**src/hdl/uers_pkg.sv**
```systemverilog
package uers_pkg;

	localparam int unsigned MaxTextBytes = 65536;
	localparam int unsigned PosW = 17;

	localparam logic [PosW-1:0] PosCap = PosW'(MaxTextBytes + 1);
	localparam logic [PosW-1:0] PosRep = PosW'(MaxTextBytes);

	localparam logic [20:0] CpZwj = 21'h200D;
	localparam logic [20:0] CpVs16 = 21'hFE0F;
	localparam logic [20:0] CpKeycap = 21'h20E3;

	typedef struct packed {
		logic [7:0] text_byte;
		logic       last_byte;
	} in_word_t;

	typedef struct packed {
		logic [PosW-1:0] run_start;
		logic [PosW-1:0] run_end;
		logic            run_is_emoji;
		logic            run_final;
		logic            offset_overflow;
	} out_word_t;

	// codepoint events from the decoder to the run builder
	typedef struct packed {
		logic [3:0]      n_cp;
		logic [2:0][20:0] cp;
		logic [2:0][PosW-1:0] cp_end;
		logic            flush;
		logic            ovf;
	} cp_word_t;

	function automatic logic in_rng(logic [20:0] c, logic [20:0] lo, logic [20:0] hi);
		return c >= lo && c <= hi;
	endfunction

	function automatic logic is_cont(logic [20:0] c);
		return c == CpZwj || in_rng(c, 21'hFE00, 21'hFE0F) || c == CpKeycap ||
			in_rng(c, 21'h1F3FB, 21'h1F3FF);
	endfunction

	function automatic logic is_keycap_lead(logic [20:0] c);
		return in_rng(c, 21'h30, 21'h39) || c == 21'h2A || c == 21'h23;
	endfunction

	function automatic logic is_base(logic [20:0] c);
		return c == 21'hA9 || c == 21'hAE || c == 21'h203C || c == 21'h2049 ||
			c == 21'h2122 || c == 21'h2139 || in_rng(c, 21'h2194, 21'h2199) ||
			in_rng(c, 21'h21A9, 21'h21AA) || in_rng(c, 21'h231A, 21'h231B) ||
			c == 21'h2328 || c == 21'h23CF || in_rng(c, 21'h23E9, 21'h23FA) ||
			c == 21'h24C2 || in_rng(c, 21'h25AA, 21'h25FE) ||
			in_rng(c, 21'h2600, 21'h27BF) || in_rng(c, 21'h2934, 21'h2935) ||
			in_rng(c, 21'h2B05, 21'h2B55) || c == 21'h3030 || c == 21'h303D ||
			c == 21'h3297 || c == 21'h3299 || c == 21'h1F004 || c == 21'h1F0CF ||
			in_rng(c, 21'h1F170, 21'h1F171) || in_rng(c, 21'h1F17E, 21'h1F17F) ||
			c == 21'h1F18E || in_rng(c, 21'h1F191, 21'h1F19A) ||
			in_rng(c, 21'h1F1E0, 21'h1F1FF) || in_rng(c, 21'h1F201, 21'h1F251) ||
			in_rng(c, 21'h1F300, 21'h1F9FF) || in_rng(c, 21'h1FA00, 21'h1FAFF);
	endfunction

	function automatic logic [PosW-1:0] rep(logic [PosW-1:0] x);
		return (x > PosRep) ? PosRep : x;
	endfunction

endpackage

```
**src/hdl/uers_front.sv**
```systemverilog
module uers_front import uers_pkg::*; (
	input  logic      clk,
	input  logic      arst_n,
	input  logic      in_valid,
	output logic      in_stall,
	input  in_word_t  in_word,
	output logic      q_valid,
	input  logic      q_stall,
	output cp_word_t  q_word
);

	logic [1:0]      need_q;
	logic [20:0]     part_q;
	logic [1:0]      cnt_q;
	logic [7:0]      held_q [3];
	logic [PosW-1:0] lead_q;
	logic [PosW-1:0] pos_q;
	logic            ov_valid_q;
	cp_word_t        ov_word_q;

	logic            acc;
	logic [PosW-1:0] pos_n;
	logic [7:0]      b;
	logic [7:0]      hb [3];
	logic [1:0]      hn;
	cp_word_t        w;
	logic [1:0]      need_n;
	logic [20:0]     part_n;
	logic [1:0]      cnt_n;
	logic            cut;

	assign in_stall = ov_valid_q && q_stall;
	assign acc = in_valid && !in_stall;
	assign q_valid = ov_valid_q;
	assign q_word = ov_word_q;
	assign b = in_word.text_byte;
	assign pos_n = (pos_q == PosCap) ? PosCap : pos_q + 1'b1;

	function automatic logic [PosW-1:0] lead_pos(logic [1:0] k);
		logic [PosW+1:0] s;
		s = {2'd0, ((need_q == 2'd0) ? pos_q : lead_q)} + {{PosW{1'b0}}, k};
		return (s > {2'd0, PosCap}) ? PosCap : s[PosW-1:0];
	endfunction

	always_comb begin
		w = '0;
		need_n = need_q;
		part_n = part_q;
		cnt_n = cnt_q;
		cut = 1'b0;
		hb[0] = held_q[0];
		hb[1] = held_q[1];
		hb[2] = held_q[2];
		hn = cnt_q;
		if (need_q == 2'd0) begin
			if (b[7:5] == 3'b110) begin
				need_n = 2'd1; part_n = {16'd0, b[4:0]};
			end else if (b[7:4] == 4'b1110) begin
				need_n = 2'd2; part_n = {17'd0, b[3:0]};
			end else if (b[7:3] == 5'b11110) begin
				need_n = 2'd3; part_n = {18'd0, b[2:0]};
			end
			if (need_n == 2'd0) begin
				w.n_cp = 4'd1;
				w.cp[0] = {13'd0, b};
				w.cp_end[0] = pos_n;
			end else begin
				hb[0] = b;
				hn = 2'd1;
				cnt_n = 2'd1;
				cut = in_word.last_byte;
			end
		end else begin
			part_n = {part_q[14:0], b[5:0]};
			if (cnt_q < 2'd3) hb[cnt_q] = b;
			hn = cnt_q + 2'd1;
			cnt_n = cnt_q + 2'd1;
			need_n = need_q - 2'd1;
			if (need_n == 2'd0) begin
				cnt_n = 2'd0;
				w.n_cp = 4'd1;
				w.cp[0] = part_n;
				w.cp_end[0] = pos_n;
			end else begin
				cut = in_word.last_byte;
			end
		end
		// re-decode held bytes of a cut-off sequence, at most three codepoints
		if (cut) begin
			if (hb[0][7:5] == 3'b110 && hn > 2'd1) begin
				w.cp[0] = {10'd0, hb[0][4:0], hb[1][5:0]};
				w.cp_end[0] = lead_pos(2'd2);
				w.cp[1] = {13'd0, hb[2]};
				w.cp_end[1] = lead_pos(2'd3);
				w.n_cp = (hn == 2'd3) ? 4'd2 : 4'd1;
			end else begin
				w.cp[0] = {13'd0, hb[0]};
				w.cp_end[0] = lead_pos(2'd1);
				if (hb[1][7:5] == 3'b110 && hn == 2'd3) begin
					w.cp[1] = {10'd0, hb[1][4:0], hb[2][5:0]};
					w.cp_end[1] = lead_pos(2'd3);
					w.n_cp = 4'd2;
				end else begin
					w.cp[1] = {13'd0, hb[1]};
					w.cp_end[1] = lead_pos(2'd2);
					w.cp[2] = {13'd0, hb[2]};
					w.cp_end[2] = lead_pos(2'd3);
					w.n_cp = {2'd0, hn};
				end
			end
		end
		w.flush = in_word.last_byte;
		w.ovf = (pos_n > PosRep);
	end

	always_ff @(posedge clk or negedge arst_n) begin
		if (!arst_n) begin
			need_q <= '0;
			part_q <= '0;
			cnt_q <= '0;
			pos_q <= '0;
			ov_valid_q <= 1'b0;
		end else begin
			if (acc) begin
				ov_valid_q <= 1'b1;
				if (in_word.last_byte) begin
					need_q <= '0;
					part_q <= '0;
					cnt_q <= '0;
					pos_q <= '0;
				end else begin
					need_q <= need_n;
					part_q <= part_n;
					cnt_q <= cnt_n;
					pos_q <= pos_n;
				end
			end else if (!q_stall) begin
				ov_valid_q <= 1'b0;
			end
		end
	end

	always_ff @(posedge clk) begin
		if (acc) begin
			ov_word_q <= w;
			held_q <= hb;
			if (need_q == 2'd0) lead_q <= pos_q;
		end
	end

endmodule

```
**src/hdl/uers_fifo.sv**
```systemverilog
module uers_fifo import uers_pkg::*; (
	input  logic     clk,
	input  logic     arst_n,
	input  logic     wr_valid,
	output logic     wr_stall,
	input  cp_word_t wr_word,
	output logic     rd_valid,
	input  logic     rd_take,
	output cp_word_t rd_word
);

	cp_word_t  mem_q [4];
	logic [2:0] wp_q, rp_q;
	logic       full, empty;

	assign full = (wp_q[1:0] == rp_q[1:0]) && (wp_q[2] != rp_q[2]);
	assign empty = (wp_q == rp_q);
	assign wr_stall = full;
	assign rd_valid = !empty;
	assign rd_word = mem_q[rp_q[1:0]];

	always_ff @(posedge clk or negedge arst_n) begin
		if (!arst_n) begin
			wp_q <= '0;
			rp_q <= '0;
		end else begin
			if (wr_valid && !full) wp_q <= wp_q + 3'd1;
			if (rd_take && !empty) rp_q <= rp_q + 3'd1;
		end
	end

	always_ff @(posedge clk) begin
		if (wr_valid && !full) mem_q[wp_q[1:0]] <= wr_word;
	end

endmodule

```
**src/hdl/uers_back.sv**
```systemverilog
module uers_back import uers_pkg::*; (
	input  logic      clk,
	input  logic      arst_n,
	input  logic      q_valid,
	output logic      q_take,
	input  cp_word_t  q_word,
	output logic      out_valid,
	input  logic      out_stall,
	output out_word_t out_word
);

	// working state of the run builder
	typedef struct packed {
		logic [PosW-1:0] rs;
		logic [PosW-1:0] re;
		logic            emo;
		logic            open;
		logic [1:0]      la;
		logic [PosW-1:0] lead_end;
		logic [PosW-1:0] sel_end;
	} rb_t;

	// one step: one codepoint, or the final flush
	typedef struct packed {
		rb_t        st;
		logic [1:0] n_emit;
		out_word_t  e0;
		out_word_t  e1;
	} step_t;

	rb_t        st_q;
	logic [3:0] idx_q;
	out_word_t  fifo_q [2];
	logic [1:0] cnt_q;
	logic       rp_q;

	step_t      sr;
	logic       last_step;
	logic       step_go;
	logic       room;

	function automatic out_word_t mk(logic [PosW-1:0] s, logic [PosW-1:0] e, logic emo,
		logic fin, logic ov);
		out_word_t o;
		o.run_start = rep(s);
		o.run_end = rep(e);
		o.run_is_emoji = emo;
		o.run_final = fin;
		o.offset_overflow = ov;
		return o;
	endfunction

	function automatic step_t add_item(step_t x, logic emo, logic [PosW-1:0] e, logic ov);
		step_t r;
		r = x;
		if (r.st.open && r.st.emo == emo) begin
			r.st.re = e;
		end else begin
			if (r.st.open) begin
				if (r.n_emit == 2'd0) r.e0 = mk(r.st.rs, r.st.re, r.st.emo, 1'b0, ov);
				else r.e1 = mk(r.st.rs, r.st.re, r.st.emo, 1'b0, ov);
				r.n_emit = r.n_emit + 2'd1;
				r.st.rs = r.st.re;
			end else begin
				r.st.rs = '0;
			end
			r.st.open = 1'b1;
			r.st.emo = emo;
			r.st.re = e;
		end
		return r;
	endfunction

	function automatic step_t add_cont(step_t x, logic [PosW-1:0] e);
		step_t r;
		r = x;
		if (!r.st.open) begin
			r.st.open = 1'b1;
			r.st.rs = '0;
			r.st.emo = 1'b0;
		end
		r.st.re = e;
		return r;
	endfunction

	logic [20:0]     c;
	logic [PosW-1:0] ce;
	logic            do_cp;

	always_comb begin
		sr = '0;
		sr.st = st_q;
		do_cp = (idx_q < q_word.n_cp);
		c = q_word.cp[idx_q[1:0]];
		ce = q_word.cp_end[idx_q[1:0]];
		if (do_cp) begin
			if (st_q.la == 2'd1 && c == CpVs16) begin
				sr.st.sel_end = ce;
				sr.st.la = 2'd2;
			end else if (st_q.la != 2'd0 && c == CpKeycap) begin
				sr = add_item(sr, 1'b1, ce, q_word.ovf);
				sr.st.la = 2'd0;
			end else begin
				if (st_q.la != 2'd0) begin
					sr = add_item(sr, 1'b0, st_q.lead_end, q_word.ovf);
					if (st_q.la == 2'd2) sr = add_cont(sr, st_q.sel_end);
					sr.st.la = 2'd0;
				end
				if (is_keycap_lead(c)) begin
					sr.st.lead_end = ce;
					sr.st.la = 2'd1;
				end else if (is_cont(c)) begin
					sr = add_cont(sr, ce);
				end else begin
					sr = add_item(sr, is_base(c), ce, q_word.ovf);
				end
			end
		end else begin
			if (st_q.la != 2'd0) begin
				sr = add_item(sr, 1'b0, st_q.lead_end, q_word.ovf);
				if (st_q.la == 2'd2) sr = add_cont(sr, st_q.sel_end);
			end
			if (sr.st.open) begin
				if (sr.n_emit == 2'd0)
					sr.e0 = mk(sr.st.rs, sr.st.re, sr.st.emo, 1'b1, q_word.ovf);
				else
					sr.e1 = mk(sr.st.rs, sr.st.re, sr.st.emo, 1'b1, q_word.ovf);
				sr.n_emit = sr.n_emit + 2'd1;
			end
			sr.st = '0;
		end
	end

	assign room = ({1'b0, cnt_q} + {1'b0, sr.n_emit}) <= 3'd2 + {2'd0, out_valid && !out_stall};
	assign last_step = q_word.flush ? !do_cp : (idx_q + 4'd1 >= q_word.n_cp);
	assign step_go = q_valid && room && (do_cp || q_word.flush);
	assign q_take = q_valid && (step_go ? last_step : (!do_cp && !q_word.flush));
	assign out_valid = (cnt_q != 2'd0);
	assign out_word = fifo_q[rp_q];

	always_ff @(posedge clk or negedge arst_n) begin
		if (!arst_n) begin
			st_q <= '0;
			idx_q <= '0;
			cnt_q <= '0;
			rp_q <= 1'b0;
		end else begin
			if (step_go) begin
				st_q <= sr.st;
				idx_q <= last_step ? 4'd0 : idx_q + 4'd1;
			end
			if (out_valid && !out_stall) rp_q <= ~rp_q;
			cnt_q <= cnt_q - {1'b0, out_valid && !out_stall} +
				(step_go ? sr.n_emit : 2'd0);
		end
	end

	logic wp;
	assign wp = rp_q ^ cnt_q[0];

	always_ff @(posedge clk) begin
		if (step_go && sr.n_emit != 2'd0) begin
			fifo_q[wp] <= sr.e0;
			if (sr.n_emit == 2'd2) fifo_q[~wp] <= sr.e1;
		end
	end

endmodule

```
**src/hdl/utf8_emoji_run_segmenter.sv**
```systemverilog
// UTF-8 emoji run segmenter.
// Input channel (in_valid/in_stall/in_word): one text byte per word, with
// last_byte marking the final byte of a text. Output channel
// (out_valid/out_stall/out_word): one closed run per word, with its byte
// range, emoji flag, final flag and offset overflow flag.
// Front decodes UTF-8 and registers up to three codepoints per byte (three
// only when a text ends inside a multibyte sequence). A four-deep queue
// decouples it from the back end, which walks codepoints one per cycle,
// while its two-entry output buffer has room, through the keycap lookahead
// and run merge logic, writing runs into that buffer.
// Throughput: one byte per cycle unless the receiver stalls. The final byte
// of a text also needs a back-end flush step, plus a step per extra
// re-decoded codepoint of a cut-off tail; the queue absorbs these.
// After the byte that closes a run is taken, the run word is registered in
// the front register, then the queue, then the output buffer.
// Reset clears all control state; no run is open, nothing pending.
// When the receiver stalls, the output buffer fills, the back end halts,
// the queue fills and in_stall rises; no word is lost.
// Offsets saturate at 65536 and offset_overflow stays set for the text.
module utf8_emoji_run_segmenter import uers_pkg::*; (
	input  logic      clk,
	input  logic      arst_n,
	input  logic      in_valid,
	output logic      in_stall,
	input  in_word_t  in_word,
	output logic      out_valid,
	input  logic      out_stall,
	output out_word_t out_word
);

	logic     f_valid, f_stall;
	cp_word_t f_word;
	logic     b_valid, b_take;
	cp_word_t b_word;

	// hold decoded bytes in the front register until the queue has room
	uers_front u_front (
		.clk(clk), .arst_n(arst_n),
		.in_valid(in_valid), .in_stall(in_stall), .in_word(in_word),
		.q_valid(f_valid), .q_stall(f_stall), .q_word(f_word)
	);

	uers_fifo u_fifo (
		.clk(clk), .arst_n(arst_n),
		.wr_valid(f_valid), .wr_stall(f_stall), .wr_word(f_word),
		.rd_valid(b_valid), .rd_take(b_take), .rd_word(b_word)
	);

	uers_back u_back (
		.clk(clk), .arst_n(arst_n),
		.q_valid(b_valid), .q_take(b_take), .q_word(b_word),
		.out_valid(out_valid), .out_stall(out_stall), .out_word(out_word)
	);

endmodule

```
**config.mk**
```make
export PLATFORM = sky130hd
export DESIGN_NAME = utf8_emoji_run_segmenter
export DESIGN_NICKNAME = d
export VERILOG_FILES = /design/src/hdl/uers_pkg.sv /design/src/hdl/uers_front.sv /design/src/hdl/uers_fifo.sv /design/src/hdl/uers_back.sv /design/src/hdl/utf8_emoji_run_segmenter.sv
export SDC_FILE = /design/constraint.sdc
export NUM_CORES = 1
export LEC_CHECK = 0
export BUFFER_PORTS_ARGS = -buffer_cell sky130_fd_sc_hd__buf_2
export CAP_MARGIN = 30
export CELL_PAD_IN_SITES_DETAIL_PLACEMENT = 1
export CELL_PAD_IN_SITES_GLOBAL_PLACEMENT = 2
export CORE_MARGIN = 10
export CORE_UTILIZATION = 30
export DETAILED_ROUTE_END_ITERATION = 16
export GPL_TIMING_DRIVEN = 0
export PLACE_DENSITY = 0.56
export SYNTH_ARGS = -nofsm -noshare
export SYNTH_HDL_FRONTEND = slang
export SYNTH_HIERARCHICAL = 1
export SYNTH_SLANG_ARGS = --single-unit
```
**constraint.sdc**
```tcl
create_clock -name clk -period 23.2 [get_ports clk]
set_clock_uncertainty 0.15 [all_clocks]
set_input_delay 1.16 -clock clk [delete_from_list [all_inputs] [get_ports clk]]
set_output_delay 1.16 -clock clk [all_outputs]
set_load 0.05 [all_outputs]
```
==> results.yml <==
detailed_routing:
  wl_met1_um: 65500
  wl_met3_um: 5180
  routed_wl_um: 148000
  routed.top_layer: "met4"
  met2_length_um: 73700
  num_vias: 28900
  route.detailed.wl_per_inst_um: 28.0
  drt_first_iter_violations: 2209
  drc: 0
  pre_antenna_drt_iters: 6
  via_density: 5.47
  drt.antenna.violating_nets: 0
clocking:
  clock_tree_root: "sky130_fd_sc_hd__clkbuf_16"
  cts_hold_buf: 0
  cts_max_level: 3
  clk_pin_slew_ns: 0.06
  cts.repair_timing.setup_buffer_count: 0
  cts_tree: "built"
  cts_max_path_buffers: 3
  number_of_buffers_created_by_cts: 93
  tritoncts_num_sinks: 812
  postCtsResizedCells: 0
  worst_skew_pair.late_latency_ns: 0.70
power:
  power.leakage_uw: 0.0161
  vdd_ir_drop_max_mv: 0.0770
  power_uw: 7160
  power_density_nw_per_um2: 152
global_routing:
  grt_overflow: 0
  initial_antenna_violation_count: 0
  grt_max_degree: 63
  gr-usage-all-layers: 0.191
  grt_pass1_vias: 30700
  wire_length_of_the_first_global_routing_pass_um: 218000
sta:
  timing.setup.tns_ns: 0
  crit_path_time_final_ns: 10.08
  timing_hold_violations_final: 0
  max_slew_margin: 0.0185
  maxClockFrequency_mhz: 99.2
  drv_slew: 0
  report.final.setup_viol: 0
  grt_setup_unrepaired: "false"
  tightestPinTransition_ns: 1.47
  period_share: 0.435
worst_setup_path:
  cp_max_fo: 10
  worstReg2RegStart: "u_fifo/rp_q[1]$_DFFE_PN0P_"
  endpoint_kind: "flip-flop"
  worst_ep_required_time_ns: 23.66
  critical_path_arrival_ns: 10.54
  setup.worst_path.class: "flip-flop to flip-flop"
  cp-startpoint: "u_fifo/rp_q[1]$_DFFE_PN0P_"
  critical_path.startpoint_type: "flip-flop"
synthesis:
  yosys_most_used_dff: "sky130_fd_sc_hd__edfxtp_1"
  synth-edff-count: 690
  synth.yosys.seq_area_share: 0.580
  post_synth_inst_count: 3229
  synth_top_family_by_area: "compound AO/OA/AOI/OAI gates"
  synth_cell_types: 107
  synth_compound_gate_area_share: 0.128
  synth_fa_ha_area_frac: 0.0106
  simple_gate_share_of_the_synthesized_area: 0.110
  synth_seq_cells: 812
  synth_async_sr_flop_share: 0.150
  post_synth_mux_area_share: 0.120
  avgSynthCellArea_um2: 12.7
  yosysWarnings: 6
  synth-xor-area-share: 0.0155
  netlist_area_um2: 41000
placement:
  numPortBuffers: 48
  final_replace_weighted_congestion: 0.896
  dpl.cell_count: 5111
  dp.final_hpwl_um: 110000
  placed_cell_area_um2: 44100
layout:
  finalInstanceArea_um2: 47200
  areaGrowthSynthToFinish_pct: 15.2
  layout_common_cells: "sky130_fd_sc_hd__edfxtp_1 (690), sky130_fd_sc_hd__nand2_1 (294), sky130_fd_sc_hd__nor2_1 (214)"
  post_route_cells_drive_above_1_share: 0.165
  insertedDiodeCount: 0
  nNetsFinal: 3472
  utilization: 0.348
  finish.cell_count_without_fillers: 5284
  commonest_non_fill_non_tap_cell_in_the_layout: "sky130_fd_sc_hd__edfxtp_1"
  fill_cells: 14400
floorplanning:
  floorplan.die_area_um2: 152000
  floorplan.die.width_um: 389
  design.core.area_um2: 135000
  top_level_ports: 52
  initial_core_util: 0.302
  placement_rows: 135
  die-height_um: 389
run_status:
  status: "finished clean"
job:
  max_cap_viol_count: 0
worst_hold_path:
  min_from: "u_back/st_q[5]$_DFFE_PN0P_"
  hold_path.class: "flip-flop to flip-flop"
[final timing paths]
kind                                                  to  slack [ns]  cells after the start
max                          u_back/st_q[56]$_DFFE_PN0P_       13.12                     24
min                           u_back/st_q[5]$_DFFE_PN0P_        0.33                      2
max reg2reg                  u_back/st_q[56]$_DFFE_PN0P_       13.12                     24
min reg2reg                   u_back/st_q[5]$_DFFE_PN0P_        0.33                      2
max in group asynchronous    u_back/st_q[59]$_DFFE_PN0P_       21.62                      2
min in group asynchronous  u_front/pos_q[12]$_DFFE_PN0P_        0.36                      1
[per-stage QoR]
| step | worst slack (ns) | hold WS (ns) |
|---|---|---|
| after global placement | 10.16 | 0.316 |
| after floorplan | 14.48 | 0.298 |
| final | 13.12 | 0.331 |
| after global routing | 12.70 | 0.357 |
| after CTS | 13.20 | 0.319 |
| after detailed placement | 13.26 | 0.323 |
[synthesized netlist by cell type, drive strengths merged (10+ instances only)]
cell type / n / area [µm²]
o32ai: 15 / 131
and2: 22 / 138
a32o: 19 / 190
nor2b: 10 / 65.1
xnor2: 51 / 447
a211oi: 16 / 135
o21a: 11 / 82.6
mux4: 120 / 2700
clkbuf: 106 / 398
nor4: 44 / 294
nor2: 220 / 843
o31ai: 35 / 263
or3: 23 / 154
o21ai: 177 / 897
mux2: 64 / 721
nand2b: 28 / 175
inv: 59 / 221
a22oi: 61 / 463
a31o: 10 / 87.6
o2bb2ai: 17 / 180
or4: 11 / 86.3
nand3: 88 / 440
dfrtp: 122 / 3050
o22ai: 20 / 125
o211ai: 26 / 209
nand2: 294 / 1100
mux2i: 145 / 1510
edfxtp: 690 / 20700
buf: 120 / 800
ha: 33 / 413
a221oi: 11 / 96.3
xor2: 17 / 186
nand4: 42 / 263
a2bb2oi: 17 / 185
a21oi: 183 / 916
nor3: 74 / 403
a22o: 29 / 254
and3: 17 / 106
a31oi: 37 / 231
[routing by layer]
metal	GRT usage	up-vias
li1	-	13000
met1	0.249	15100
met2	0.332	649
met3	0.0250	171
met4	0.0519	0
met5	0	-
[critical path: stages, from the launching register on]
cell and delay, ns:
sky130_fd_sc_hd__dfrtp_1 0.35, sky130_fd_sc_hd__buf_2 0.24, sky130_fd_sc_hd__buf_2 0.36, sky130_fd_sc_hd__buf_2 0.37, sky130_fd_sc_hd__mux4_2 0.44, sky130_fd_sc_hd__mux2i_1 0.35, sky130_fd_sc_hd__a2bb2oi_1 0.79, sky130_fd_sc_hd__a31oi_1 0.09
sky130_fd_sc_hd__nor3_1 0.71, sky130_fd_sc_hd__a2111oi_0 0.36, sky130_fd_sc_hd__or4_1 0.61, sky130_fd_sc_hd__or4_1 0.46, sky130_fd_sc_hd__buf_2 0.21, sky130_fd_sc_hd__mux2i_4 0.22, sky130_fd_sc_hd__nor2_2 0.37, sky130_fd_sc_hd__ha_1 0.22
sky130_fd_sc_hd__inv_1 0.05, sky130_fd_sc_hd__fa_1 0.51, sky130_fd_sc_hd__o311ai_1 0.29, sky130_fd_sc_hd__nor2_1 0.86, sky130_fd_sc_hd__o21ai_0 0.48, sky130_fd_sc_hd__nor2_1 0.65, sky130_fd_sc_hd__clkbuf_1 0.56, sky130_fd_sc_hd__a22oi_1 0.14
sky130_fd_sc_hd__o21ai_0 0.11
[layout make-up]
class                           instances  area (µm²)  area share
Sequential cell                       812       23800       0.504
Multi-Input combinational cell       2152       15900       0.337
Buffer                                226        1200      0.0255
Inverter                               63         236     0.00501
Tap cell                             1781        2230      0.0472
Clock inverter                         59         649      0.0138
Timing Repair Buffer                   77         727      0.0154
Clock buffer                          114        2470      0.0523
[where the power goes]
group	total [µW]	switching [µW]	internal, µW
combinational	3310	2280	1030
sequential	2350	206	2150
clock	1490	625	865
total	7160	3120	4040
[kinds of logic (layout without fill, tap and decap cells)]
kind of cell             count (synthesis)  count (layout)
AO/OA/AOI/OAI                          774             774
XOR/XNOR                                68              68
adder cells (fa/ha/maj)                 34              34
buffers and inverters                  289             539
flip-flops                             812             812
multiplexers                           329             329
other                                    1              25
AND/OR/NAND/NOR                        922             922
[registers in the layout, indices dropped and copies added (netlist names)]
register         flops
u_fifo/mem_q       480
u_front/q_word      95
u_back/fifo_q       74
u_back/st_q         72
u_front/held_q      24
u_front/lead_q      17
u_front/pos_q       17
u_front/part_q      15
u_back/idx_q         4
u_fifo/rp_q          3
u_fifo/wp_q          3
u_back/cnt_q         2
u_front/cnt_q        2
u_front/need_q       2
u_back/rp_q          1
u_front/q_valid      1
Power figures use the tool's default switching activity.
